## src/rtl/core/tfn_pkg.sv

```systemverilog
// Shared types and constants of the triangle face normal block.
package tfn_pkg;

    localparam int COORD_W  = 12;
    localparam int INDEX_W  = 10;
    localparam int NORMAL_W = 16;

    typedef logic signed [COORD_W-1:0] coord_t;

    typedef struct packed {
        coord_t x;
        coord_t y;
        coord_t z;
    } vert_t;

    localparam coord_t BOX_MIN_RESET = 12'sh7FF;
    localparam coord_t BOX_MAX_RESET = 12'sh800;

    typedef enum logic [1:0] {
        SEL_A,
        SEL_B,
        SEL_C
    } corner_sel_t;

    typedef enum logic [3:0] {
        ST_IDLE,
        ST_RD_A,
        ST_RD_B,
        ST_RD_C,
        ST_CAP_C,
        ST_EDGE,
        ST_PROD,
        ST_CROSS,
        ST_SQUARE,
        ST_SUM,
        ST_DIV_INIT,
        ST_DIV,
        ST_SQRT,
        ST_STORE,
        ST_FINISH
    } state_t;

    // commands from the sequencer to the datapath
    typedef struct packed {
        logic        start;
        logic        load_vertex;
        corner_sel_t rd_sel;
        logic        cap_en;
        corner_sel_t cap_sel;
        logic        edge_en;
        logic        prod_en;
        logic        cross_en;
        logic        square_en;
        logic        sum_en;
        logic        mark_degen;
        logic        div_init;
        logic        div_step;
        logic        div_first;
        logic        sqrt_init;
        logic        sqrt_step;
        logic        comp_store;
        logic [1:0]  comp;
        logic        out_load;
    } cmd_t;

    // status from the datapath to the sequencer
    typedef struct packed {
        logic sum_zero;
    } sts_t;

endpackage

```

## src/rtl/core/tfn_ctrl.sv

```systemverilog
// Sequencer: steps the datapath through a vertex load or a face normal.
module tfn_ctrl #(
    parameter int NORMAL_FRAC_BITS = 14
) (
    input  logic          aclk,
    input  logic          aresetn,
    input  logic          s_valid,
    output logic          s_ready,
    input  logic          s_action,
    output logic          m_valid,
    input  logic          m_ready,
    output tfn_pkg::cmd_t cmd,
    input  tfn_pkg::sts_t sts
);

    localparam int F  = NORMAL_FRAC_BITS;
    localparam int CW = $clog2(2 * F + 1);

    tfn_pkg::state_t state_reg, state_next;
    logic [CW-1:0]   cnt_reg, cnt_next;
    logic [1:0]      comp_reg, comp_next;
    logic            m_valid_reg, m_valid_next;

    // hold state, counters and result valid
    always_ff @(posedge aclk) begin
        if (!aresetn) begin
            state_reg   <= tfn_pkg::ST_IDLE;
            cnt_reg     <= '0;
            comp_reg    <= '0;
            m_valid_reg <= 1'b0;
        end else begin
            state_reg   <= state_next;
            cnt_reg     <= cnt_next;
            comp_reg    <= comp_next;
            m_valid_reg <= m_valid_next;
        end
    end

    // next state and commands
    always_comb begin
        state_next = state_reg;
        cnt_next   = cnt_reg;
        comp_next  = comp_reg;
        cmd        = '0;
        cmd.comp   = comp_reg;
        s_ready    = 1'b0;
        case (state_reg)
            tfn_pkg::ST_IDLE: begin
                s_ready = 1'b1;
                if (s_valid) begin
                    cmd.start = 1'b1;
                    if (s_action) begin
                        state_next = tfn_pkg::ST_RD_A;
                    end else begin
                        cmd.load_vertex = 1'b1;
                        state_next      = tfn_pkg::ST_FINISH;
                    end
                end
            end
            tfn_pkg::ST_RD_A: begin
                cmd.rd_sel = tfn_pkg::SEL_A;
                state_next = tfn_pkg::ST_RD_B;
            end
            tfn_pkg::ST_RD_B: begin
                cmd.rd_sel  = tfn_pkg::SEL_B;
                cmd.cap_en  = 1'b1;
                cmd.cap_sel = tfn_pkg::SEL_A;
                state_next  = tfn_pkg::ST_RD_C;
            end
            tfn_pkg::ST_RD_C: begin
                cmd.rd_sel  = tfn_pkg::SEL_C;
                cmd.cap_en  = 1'b1;
                cmd.cap_sel = tfn_pkg::SEL_B;
                state_next  = tfn_pkg::ST_CAP_C;
            end
            tfn_pkg::ST_CAP_C: begin
                cmd.cap_en  = 1'b1;
                cmd.cap_sel = tfn_pkg::SEL_C;
                state_next  = tfn_pkg::ST_EDGE;
            end
            tfn_pkg::ST_EDGE: begin
                cmd.edge_en = 1'b1;
                state_next  = tfn_pkg::ST_PROD;
            end
            tfn_pkg::ST_PROD: begin
                cmd.prod_en = 1'b1;
                state_next  = tfn_pkg::ST_CROSS;
            end
            tfn_pkg::ST_CROSS: begin
                cmd.cross_en = 1'b1;
                state_next   = tfn_pkg::ST_SQUARE;
            end
            tfn_pkg::ST_SQUARE: begin
                cmd.square_en = 1'b1;
                state_next    = tfn_pkg::ST_SUM;
            end
            tfn_pkg::ST_SUM: begin
                cmd.sum_en = 1'b1;
                comp_next  = '0;
                state_next = tfn_pkg::ST_DIV_INIT;
            end
            tfn_pkg::ST_DIV_INIT: begin
                if (sts.sum_zero) begin
                    cmd.mark_degen = 1'b1;
                    state_next     = tfn_pkg::ST_FINISH;
                end else begin
                    cmd.div_init = 1'b1;
                    cnt_next     = '0;
                    state_next   = tfn_pkg::ST_DIV;
                end
            end
            tfn_pkg::ST_DIV: begin
                cmd.div_step  = 1'b1;
                cmd.div_first = (cnt_reg == '0);
                cnt_next      = cnt_reg + 1'b1;
                if (cnt_reg == CW'(2 * F)) begin
                    cmd.sqrt_init = 1'b1;
                    cnt_next      = '0;
                    state_next    = tfn_pkg::ST_SQRT;
                end
            end
            tfn_pkg::ST_SQRT: begin
                cmd.sqrt_step = 1'b1;
                cnt_next      = cnt_reg + 1'b1;
                if (cnt_reg == CW'(F)) begin
                    state_next = tfn_pkg::ST_STORE;
                end
            end
            tfn_pkg::ST_STORE: begin
                cmd.comp_store = 1'b1;
                if (comp_reg == 2'd2) begin
                    state_next = tfn_pkg::ST_FINISH;
                end else begin
                    comp_next  = comp_reg + 1'b1;
                    state_next = tfn_pkg::ST_DIV_INIT;
                end
            end
            tfn_pkg::ST_FINISH: begin
                if (!m_valid_reg || m_ready) begin
                    cmd.out_load = 1'b1;
                    state_next   = tfn_pkg::ST_IDLE;
                end
            end
            default: begin
                state_next = tfn_pkg::ST_IDLE;
            end
        endcase
    end

    // advance result valid
    always_comb begin
        if (cmd.out_load) begin
            m_valid_next = 1'b1;
        end else if (m_ready) begin
            m_valid_next = 1'b0;
        end else begin
            m_valid_next = m_valid_reg;
        end
    end

    assign m_valid = m_valid_reg;

endmodule

```

## config.mk

```make
export PLATFORM = sky130hd
export DESIGN_NAME = tfn_ctrl
export DESIGN_NICKNAME = d
export VERILOG_FILES = /design/src/rtl/core/tfn_pkg.sv /design/src/rtl/core/tfn_ctrl.sv
export SDC_FILE = /design/constraint.sdc
export NUM_CORES = 1
export LEC_CHECK = 0
export ABC_AREA = 1
export BUFFER_PORTS_ARGS = -buffer_cell sky130_fd_sc_hd__buf_2
export CORE_MARGIN = 2
export CORE_UTILIZATION = 35
export CTS_CLUSTER_DIAMETER = 150
export DETAILED_ROUTE_END_ITERATION = 8
export PLACE_DENSITY = 0.62
export RECOVER_POWER = 25
export SYNTH_ARGS = -nofsm -noshare
export SYNTH_HDL_FRONTEND = slang
export SYNTH_SLANG_ARGS = --single-unit
```

## constraint.sdc

```tcl
create_clock -name aclk -period 1.35 [get_ports aclk]
set_input_delay 0.2025 -clock aclk [delete_from_list [all_inputs] [get_ports aclk]]
set_output_delay 0.2025 -clock aclk [all_outputs]
set_load 0.005 [all_outputs]
```

# Word level (Yosys, flattened, before mapping)
# Index checks and enable logic that the tools add are counted.
dict set report totals {
  register_bits 12
  latch_bits 0
  mem_bits_rw 0
  romBits 0
  in_bits 6
  out_inout_bits 24
  elab_cells 74
  memories 0
}
dict set report op_classes {
  addsub 2
  n_mul 0
  div 0
  n_lt_le_gt_ge 0
  n_eq_ne 23
  shifts 0
  mux 35
  n_bitwise 0
  n_reduce_logical 10
}
# cell n
set ops {}
lappend ops {{$pmux 4 s15} 1}
lappend ops {{$eq 4x4->1 const B} 7}
lappend ops {{$mux 4} 5}
lappend ops {{$eq 4x3->1 const B} 4}
lappend ops {{$mux 1} 16}
lappend ops {{$pmux 5 s3} 1}
lappend ops {{$ne 2x2->1 const B} 6}
lappend ops {{$mux 5} 2}
lappend ops {{$mux 3} 3}
lappend ops {{$pmux 3 s3} 1}
lappend ops {{$eq 4x2->1 const B} 2}
lappend ops {{$mux 2} 4}
lappend ops {{$pmux 2 s2} 2}
lappend ops {{$add 5x1->5 const B} 1}
lappend ops {{$eq 5x4->1 const B} 1}
lappend ops {{$eq 5x5->1 const B} 1}
lappend ops {{$logic_not 5->1} 1}
lappend ops {{$eq 4x1->1 const B} 1}
lappend ops {{$logic_not 4->1} 1}
lappend ops {{$reduce_and 2->1} 2}
lappend ops {{$reduce_and 4->1} 1}
lappend ops {{$reduce_bool 2->1} 2}
lappend ops {{$reduce_bool 3->1} 1}
lappend ops {{$add 2x1->2 const B} 1}
lappend ops {{other kinds (3)} 3}

# Longest topological paths before layout
# Gate-level depths: netlist (run 1).
dict set report depth {
  ltp_word 5
  mapped_depth 10
  ltp_nobuf 10
}

# Worst setup path after synthesis (run 1)
# OpenSTA, ideal clock, no wires.
dict set report synth_timing {
  path_kind {register to register}
  startpoint {reg state_reg[0]}
  endpoint {reg comp_reg[0]}
  setup_time_ns 0.117
  arrival_time_ns 1.146
  required_time_ns 1.233
  path_slack_ns 0.087
  path_stages_with_launch 8
  n_path_buf 0
  synth_period_minus_slack_ns 1.263
  path_cell_list {dfxtp_1 inv_1 nor2_1 inv_1 a211oi_1 inv_1 a21oi_1 nor2_1}
}
dict set report synth_via {
  elab_chain_cells 3
  word_cells_on_any_way 6
  cone_classes {eq/ne: 3; mux: 1; reduce/logical: 2}
}
# item line_no
set synth_rtl {}
lappend synth_rtl {{from (decl)} tfn_ctrl.sv:19} ;# tfn_pkg::state_t state_reg, state_next;
lappend synth_rtl {{from (signal assigned)} tfn_ctrl.sv:27} ;# state_reg <= tfn_pkg::ST_IDLE;
lappend synth_rtl {{from (signal assigned)} tfn_ctrl.sv:32} ;# state_reg <= state_next;
lappend synth_rtl {{$eq 4x4->1} tfn_ctrl.sv:47} ;# case (state_reg)
lappend synth_rtl {{$ne 2x2->1 (no line) or $reduce_bool 2->1 (tied branches)} n/a}
lappend synth_rtl {{$reduce_and 2->1 (no line)} n/a}
lappend synth_rtl {{to (signal assigned)} tfn_ctrl.sv:34} ;# comp_reg <= comp_next;
lappend synth_rtl {{to (decl)} tfn_ctrl.sv:21} ;# logic [1:0] comp_reg, comp_next;
# Several ways; a longest one is shown, not always the timed one.
# A chain may end at the register's enable or synchronous reset.

==> results of run 1 <==
==> timing repair <==
item / in CTS / in global routing
setup buffers: 21 / 5
endpoints found under the hold margin: 0 / 0
gates resized for setup: 74 / 47
pin swaps: 18 / 19
setup endpoints to repair: 23 / 32
==> power breakdown <==
part	total, W	leakage, nW	switching (W)	internal, W
logic	0.00210	0.865	0.00108	0.00102
registers	0.000561	0.102	0.000127	0.000434
clock network	0.000295	0.0210	0.000131	0.000164
==> worst max-delay path, stage by stage (launching register included) <==
cell and delay [ns]:
dfxtp_2 0.36, buf_6 0.10, inv_4 0.04, nor2_4 0.14, nand2_2 0.11, nor3_1 0.16, buf_2 0.14
==> synthesized netlist by cell type <==
master	instances
or2_2	1
inv_2	2
o21ai_2	1
inv_1	32
ha_1	4
nor2_1	24
nand3_1	9
dfxtp_1	12
nor2_4	3
nand2_2	5
o211ai_1	1
a211oi_1	1
xor2_1	1
nand3_2	1
nand2_4	1
a22oi_1	1
nor2_2	3
o21ai_0	4
nand2_1	40
a21oi_2	1
nand4_1	2
nand3b_1	2
nor3_1	3
a21oi_1	7
buf_4	1
==> metal layers <==
layer  vias up  part of all wire  GRT usage
li1        651                 -          -
met1       633              0.41      0.264
met2        63              0.49      0.392
met3        14             0.071     0.0392
met4         0             0.029      0.129
met5         -                 0          0
==> per-stage QoR <==
step	power, W	utilization	instances	cell area (µm²)	TNS [ns]
global placement	0.00158	0.479	240	1290	0
detailed placement	0.00157	0.479	240	1290	0
CTS	0.00253	0.635	265	1710	-1.76
global route	0.00310	0.704	270	1890	-4.22
finish	0.00296	0.704	270	1890	-2.71
floorplan	0.00111	-	162	968	0
==> layout by cell type, fill, tap and decap left out, drive strengths merged <==
cell type	instances
o21ai	5
nor3	3
clkbuf	4
o211ai	1
ha	4
a211oi	1
dfxtp	12
or2	1
a22oi	1
xor2	1
nand2	46
nor2	30
nand3	10
nand3b	2
nand4	2
a21oi	8
buf	74
inv	34
==> cell type report <==
cell class	instances	area (µm²)	share of cell area
repair buffers	74	574	0.304
multi-input cells	115	842	0.445
flip-flops and latches	12	258	0.136
clock buffers	4	36.3	0.0192
inverters	34	143	0.0754
well taps	31	38.8	0.0205
==> kinds of logic (layout without fill, tap and decap cells) <==
| family | count (synthesis) | after routing | synth area share |
|---|---|---|---|
| adder cells (fa/ha/maj) | 4 | 4 | 0.0517 |
| flip-flops | 12 | 12 | 0.248 |
| XOR/XNOR | 1 | 1 | 0.00905 |
| AND/OR/NAND/NOR | 94 | 94 | 0.453 |
| buffers and inverters | 35 | 112 | 0.140 |
| AO/OA/AOI/OAI | 16 | 16 | 0.0982 |
==> worst max path at each step <==
stage / start / end / slack, ns
after floorplan: state_reg[0]$_SDFFE_PN0P_ / comp_reg[0]$_SDFFE_PN0P_ / 0.09
after global placement: state_reg[3]$_SDFFE_PN0P_ / state_reg[3]$_SDFFE_PN0P_ / 0.005
after detailed placement: state_reg[3]$_SDFFE_PN0P_ / state_reg[3]$_SDFFE_PN0P_ / 0.01
after CTS: state_reg[3]$_SDFFE_PN0P_ / cmd[17] / -0.12
after global routing: state_reg[3]$_SDFFE_PN0P_ / cmd[6] / -0.27
final: state_reg[3]$_SDFFE_PN0P_ / cmd[6] / -0.17
==> results.md, run 1 <==
* Layout Skew at roughly 0.0039 ns
* Number of different library cells in the post-synthesis netlist at 25
* Number of flip-flops and latches in the synthesized netlist at 12
* Maximum root-to-sink buffer count at 2
* Source of the worst hold timing path: aresetn
* Unrepaired setup endpoints after global routing: true
* Time the worst path needs with I/O delays and setup at 1.52 ns
* Worst Hold Depth at 3
* Net count of the finished layout at 250
* Via density per instance at 5.04
* Startpoint kind of the worst setup timing path: register
* Critical path start-end classification: register to output pin
* Reg2Reg Depth at 10
* Average wire per cell in the routed design at 14.5 µm
* Worst min-delay path endpoint: state_reg[3]$_SDFFE_PN0P_
* First-pass GRT wire length at 5730 µm
* Total inserted antenna cells at 0
* Final setup slack of the worst path at -0.174 ns
* Number of levels the H-tree was split into at 1
* Total gr overflow at 0
* TritonCTS clock tree: yes
* Master cell of the clock root buffer: clkbuf_4
* Hold Fails Final Rpt at 0
* Leakage at 0.988 nW
* Top fanout value on the critical path at 3
* Number of clock sinks seen by CTS at 12
* Fraction of synthesized cell area taken by the top area cell type at 0.248
* Via Count at 1361
* Critical path capture point type: output pin
* Starting density of the core at 0.361
* Hold_buf cts at 0
* Die outline area at 0.00320 mm²
* Boundary Pins at 30
* Data arrival at the endpoint of the critical path at between 1 and 1.5 ns
* Detailed-placement wirelength estimate at between 2000 and 2500 µm
* Post-Syn Instances at 162
* CTS clock-pin slew for the worst setup and hold paths at 0.08 ns
* Sequential element share of the synthesized area at 0.248
* Area of the mapped netlist at 968 µm²
* Flip-flop count of the largest register, all copies and words added at 5
* Top cells by area, synth: dfxtp_1 25%, nand2_1 16%, inv_1 12%, nor2_1 9.3%, ha_1 5.2%
* Count of port buffers added during placement at 29
* Number of placement rows at 19
* Height of the die at 56.6 µm
* DR DRC count at 0
* Relative slew margins at 0.818
* Violations in the final reports: negative setup slack
* Placer Congestion at 0.882
* Outcome: finished with violations
* Number of nets produced by synthesis at 172
* Final number of setup-violating endpoints at 29
* Timing-limited maximum frequency at 0.656 GHz
* Total detailed-routing wirelength at 3930 µm
* Reg2reg end: state_reg[2]$_SDFFE_PN0P_
* Least-Margin Pin Slew at about 0.27 ns
* Initial antenna violation count at 0
* Detailed router's first-iteration violation count at 55
* Minimum setup slack after placement at 0.0145 ns
* Worst Hold Slack at 0.207 ns
* Total global-route track usage at 0.228
* Number of global-route vias before repair at 1287
* Max-cap violation count at 0
* Chip Width at 56.6 µm
* Data required, critical path at 1.15 ns
* Final period utilization at 1.13
* Cell type contributing the most total cell area after synthesis: dfxtp_1
* Power density normalized to cell area at 1560 mW/mm²
* Reg-to-reg slack, setup at -0.13 ns
* Total of warnings raised by yosys at 0
* Crit Reg-Reg Startpoint: state_reg[1]$_SDFFE_PN0P_
* Area overhead of the layout relative to synthesis at 95.3%
* Final-layout fill cell count at roughly 190
* Clock latency reported for the late side of the worst-skew pair at 0.27 ns
* Proportion of layout cells with a drive suffix above 1 at 0.678
* Maximum vdd drop at ~1.2 mV
* Path category of the worst min-delay check: input pin to register
* Total CTS buffers at 3
* Pin count of the biggest net entering global routing at 8
* Slew Viols, Final at 0
* Antenna-violating nets left at 0
* Area of the placeable core at 0.00269 mm²
* Per-instance average area after synthesis at 5.98 µm²
* Detailed-routing iteration count for the pre-antenna-repair pass at 4
Power figures use the tool's default switching activity.
==> run 2, diff against run 1 <==
--- a/config.mk
+++ b/config.mk
@@ -8,10 +8,10 @@
 export ABC_AREA = 1
 export BUFFER_PORTS_ARGS = -buffer_cell sky130_fd_sc_hd__buf_2
 export CORE_MARGIN = 2
-export CORE_UTILIZATION = 35
+export CORE_UTILIZATION = 45
 export CTS_CLUSTER_DIAMETER = 150
 export DETAILED_ROUTE_END_ITERATION = 8
-export PLACE_DENSITY = 0.62
+export PLACE_DENSITY_LB_ADDON = 0.15
 export RECOVER_POWER = 25
 export SYNTH_ARGS = -nofsm -noshare
 export SYNTH_HDL_FRONTEND = slang
==> run 2 against run 1 <==
Compared with the run above:
- the run still ends with negative setup slack left
- wire length is 43% higher
- final area hardly changed
- utilization is 24 points higher
- combinational power hardly changed
- register-to-register slack worse by 0.07 ns
- total power is 3.2% higher
- sequential share of layout area is 0.39 points higher
- critical endpoint unchanged
- largest power group unchanged
==> results.md, run 2 (same netlist as run 1, synthesis figures left out) <==
* Outcome: finished with violations
* Violations in the final reports: negative setup slack
* Area overhead of the layout relative to synthesis at 95.5% (about the same)
* Placer Congestion at 0.999 (+13%)
* Die outline area at 0.00254 mm² (-21%)
* Number of placement rows at 16 (-3)
* Hold_buf cts at 0 (unchanged)
* Least-Margin Pin Slew at 0.514 ns (+0.242 ns)
* Layout Skew at 0.00340 ns (-0.000451 ns)
* Relative slew margins at 0.655 (-0.163)
* Net count of the finished layout at 249 (-0.40%)
* Detailed-routing iteration count for the pre-antenna-repair pass at 7 (+3)
* Maximum vdd drop at 1.58 mV (+33%)
* Flip-flop count of the largest register, all copies and words added at 5 (unchanged)
* Most frequent cells in the layout: 28 x buf_2, 25 x buf_4, 22 x nand2_1, 19 x buf_6, 17 x inv_1
* Slew Viols, Final at 0 (unchanged)
* Total gr overflow at 0 (unchanged)
* CTS clock-pin slew for the worst setup and hold paths at 0.09 ns (about the same)
* Time the worst path needs with I/O delays and setup at 1.57 ns (+0.0486 ns)
* Unrepaired setup endpoints after global routing: true
* Timing-limited maximum frequency at 0.636 GHz (-3.1%)
* Detailed router's first-iteration violation count at 130 (+140%)
* Startpoint kind of the worst setup timing path: register
* Via density per instance at 6.13 (+22%)
* Total detailed-routing wirelength at 5610 µm (+43%)
* Average wire per cell in the routed design at 21.2 µm (+46%)
* Total global-route track usage at 0.310 (+0.0815)
* Number of levels the H-tree was split into at 1 (unchanged)
* Reg2Reg Depth at 11 (+1)
* Most frequent standard cell in the layout excluding fill and tap cells: buf_2
* Power density normalized to cell area at 1610 mW/mm² (+3.2%)
* Via Count at 1624 (+19%)
* Data arrival at the endpoint of the critical path at 1.37 ns (+0.05 ns)
* Critical path start-end classification: register to output pin
* DR DRC count at 0 (unchanged)
* Total inserted antenna cells at 0 (unchanged)
* Final setup slack of the worst path at -0.223 ns (-0.0486 ns)
* Reg-to-reg slack, setup at -0.20 ns (-0.07 ns)
* Initial antenna violation count at 0 (unchanged)
* Final period utilization at 1.17 (+0.0360)
* Final number of setup-violating endpoints at 31 (+6.9%)
* Timing endpoint of the critical path: cmd[6]
* Number of clock sinks seen by CTS at 12 (unchanged)
* Area of the placeable core at 0.00200 mm² (-25%)
* Height of the die at 50.4 µm (-11%)
* Data required, critical path at 1.15 ns (about the same)
* Leakage at 0.989 nW (about the same)
* Worst Hold Depth at 3 (unchanged)
* Crit Reg-Reg Startpoint: state_reg[1]$_SDFFE_PN0P_
* Critical path capture point type: output pin
* Reg2reg end: state_reg[2]$_SDFFE_PN0P_
* Chip Width at 50.4 µm (-11%)
* Path category of the worst min-delay check: input pin to register
* Max-cap violation count at 0 (unchanged)
* Area of all placed cells without fillers at 0.00189 mm² (about the same)
* Worst setup path start: state_reg[3]$_SDFFE_PN0P_
* Share of the core filled with cells in the final layout at 0.946 (+0.241)
* Clock latency reported for the late side of the worst-skew pair at 0.29 ns (+0.02 ns)
* Hold Fails Final Rpt at 0 (unchanged)
* Starting density of the core at 0.484 (+0.123)
* Maximum root-to-sink buffer count at 2 (unchanged)
* Minimum setup slack after placement at -0.0305 ns (-0.0450 ns)
* Final sum of negative setup slack at -4.43 ns (-1.71 ns)
* Number of global-route vias before repair at 1353 (+5.1%)
* TritonCTS clock tree: yes
* Top fanout value on the critical path at 5 (+2)
* Proportion of layout cells with a drive suffix above 1 at 0.685 (+0.00705)
* Count of port buffers added during placement at 29 (unchanged)
* Detailed-placement wirelength estimate at 2160 µm (+5.6%)
* Master cell of the clock root buffer: clkbuf_4
* Antenna-violating nets left at 0 (unchanged)
* Placed standard-cell area at 0.00125 mm² (-2.7%)
* First-pass GRT wire length at 5950 µm (+4.0%)
* Total CTS buffers at 3 (unchanged)
* Boundary Pins at 30 (unchanged)
* Pin count of the biggest net entering global routing at 8 (unchanged)
run 2: cell types whose count changed in the layout (fill, tap and decap cells not counted), moves of 2 or more:
cell and delta:
buf_6 -4, dfxtp_2 -3, dfxtp_4 +3, nand2_1 +2, nand2_2 -3, nand3_1 -2
nand3_2 +2, nor2_1 +3, nor2_4 -2, nor3_1 -2, nor3_2 +2
run 2: worst min path at each step:
stage	endpoint	slack, ns	from
floorplan	cnt_reg[4]$_SDFFE_PN0P_	0.30	aresetn
global placement	comp_reg[1]$_SDFFE_PN0P_	0.47	comp_reg[1]$_SDFFE_PN0P_
detailed placement	cnt_reg[4]$_SDFFE_PN0P_	0.48	aresetn
CTS	cnt_reg[4]$_SDFFE_PN0P_	0.19	aresetn
global route	cnt_reg[4]$_SDFFE_PN0P_	0.24	aresetn
finish	cnt_reg[4]$_SDFFE_PN0P_	0.23	aresetn
run 2: worst max-delay path, stage by stage (launching register included):
cell and delay (ns):
dfxtp_4 0.46, inv_4 0.08, nor2_4 0.17, nand2_2 0.12, nor3_2 0.12, buf_2 0.14
run 2: layout make-up:
type,count,area [µm²]
Timing Repair Buffer,73,562
Sequential cell,12,265
Multi-Input combinational cell,115,853
Tap cell,27,33.8
Clock buffer,4,36.3
Fill cell,63,109
Inverter,34,143
run 2: what timing repair did:
| item | CTS | global route |
|---|---|---|
| setup endpoints to repair | 29 | 32 |
| gates resized for setup | 57 | 65 |
| setup buffers | 18 | 12 |
| pin swaps | 12 | 26 |
run 2: routing by layer:
layer  track usage  vias up  wire [µm]
li1              -      648          -
met1         0.352      755       1990
met2         0.555      178       2560
met3        0.0685       43        741
met4         0.126        0        313
met5             0        -          0
run 2: power by group:
| part | leakage [nW] | switching [W] | internal [W] | total (W) |
|---|---|---|---|---|
| logic | 0.865 | 0.00115 | 0.000978 | 0.00213 |
| registers | 0.103 | 0.000173 | 0.000438 | 0.000611 |
| clock network | 0.0210 | 0.000147 | 0.000165 | 0.000312 |
run 2: through the flow:
stage	std cells	hold slack, ns	total power [W]
final	265	0.233	0.00305
after global routing	265	0.238	0.00314
after CTS	254	0.186	0.00233
after detailed placement	232	0.483	0.00152
after global placement	232	0.468	0.00151
after floorplan	162	0.300	0.00111
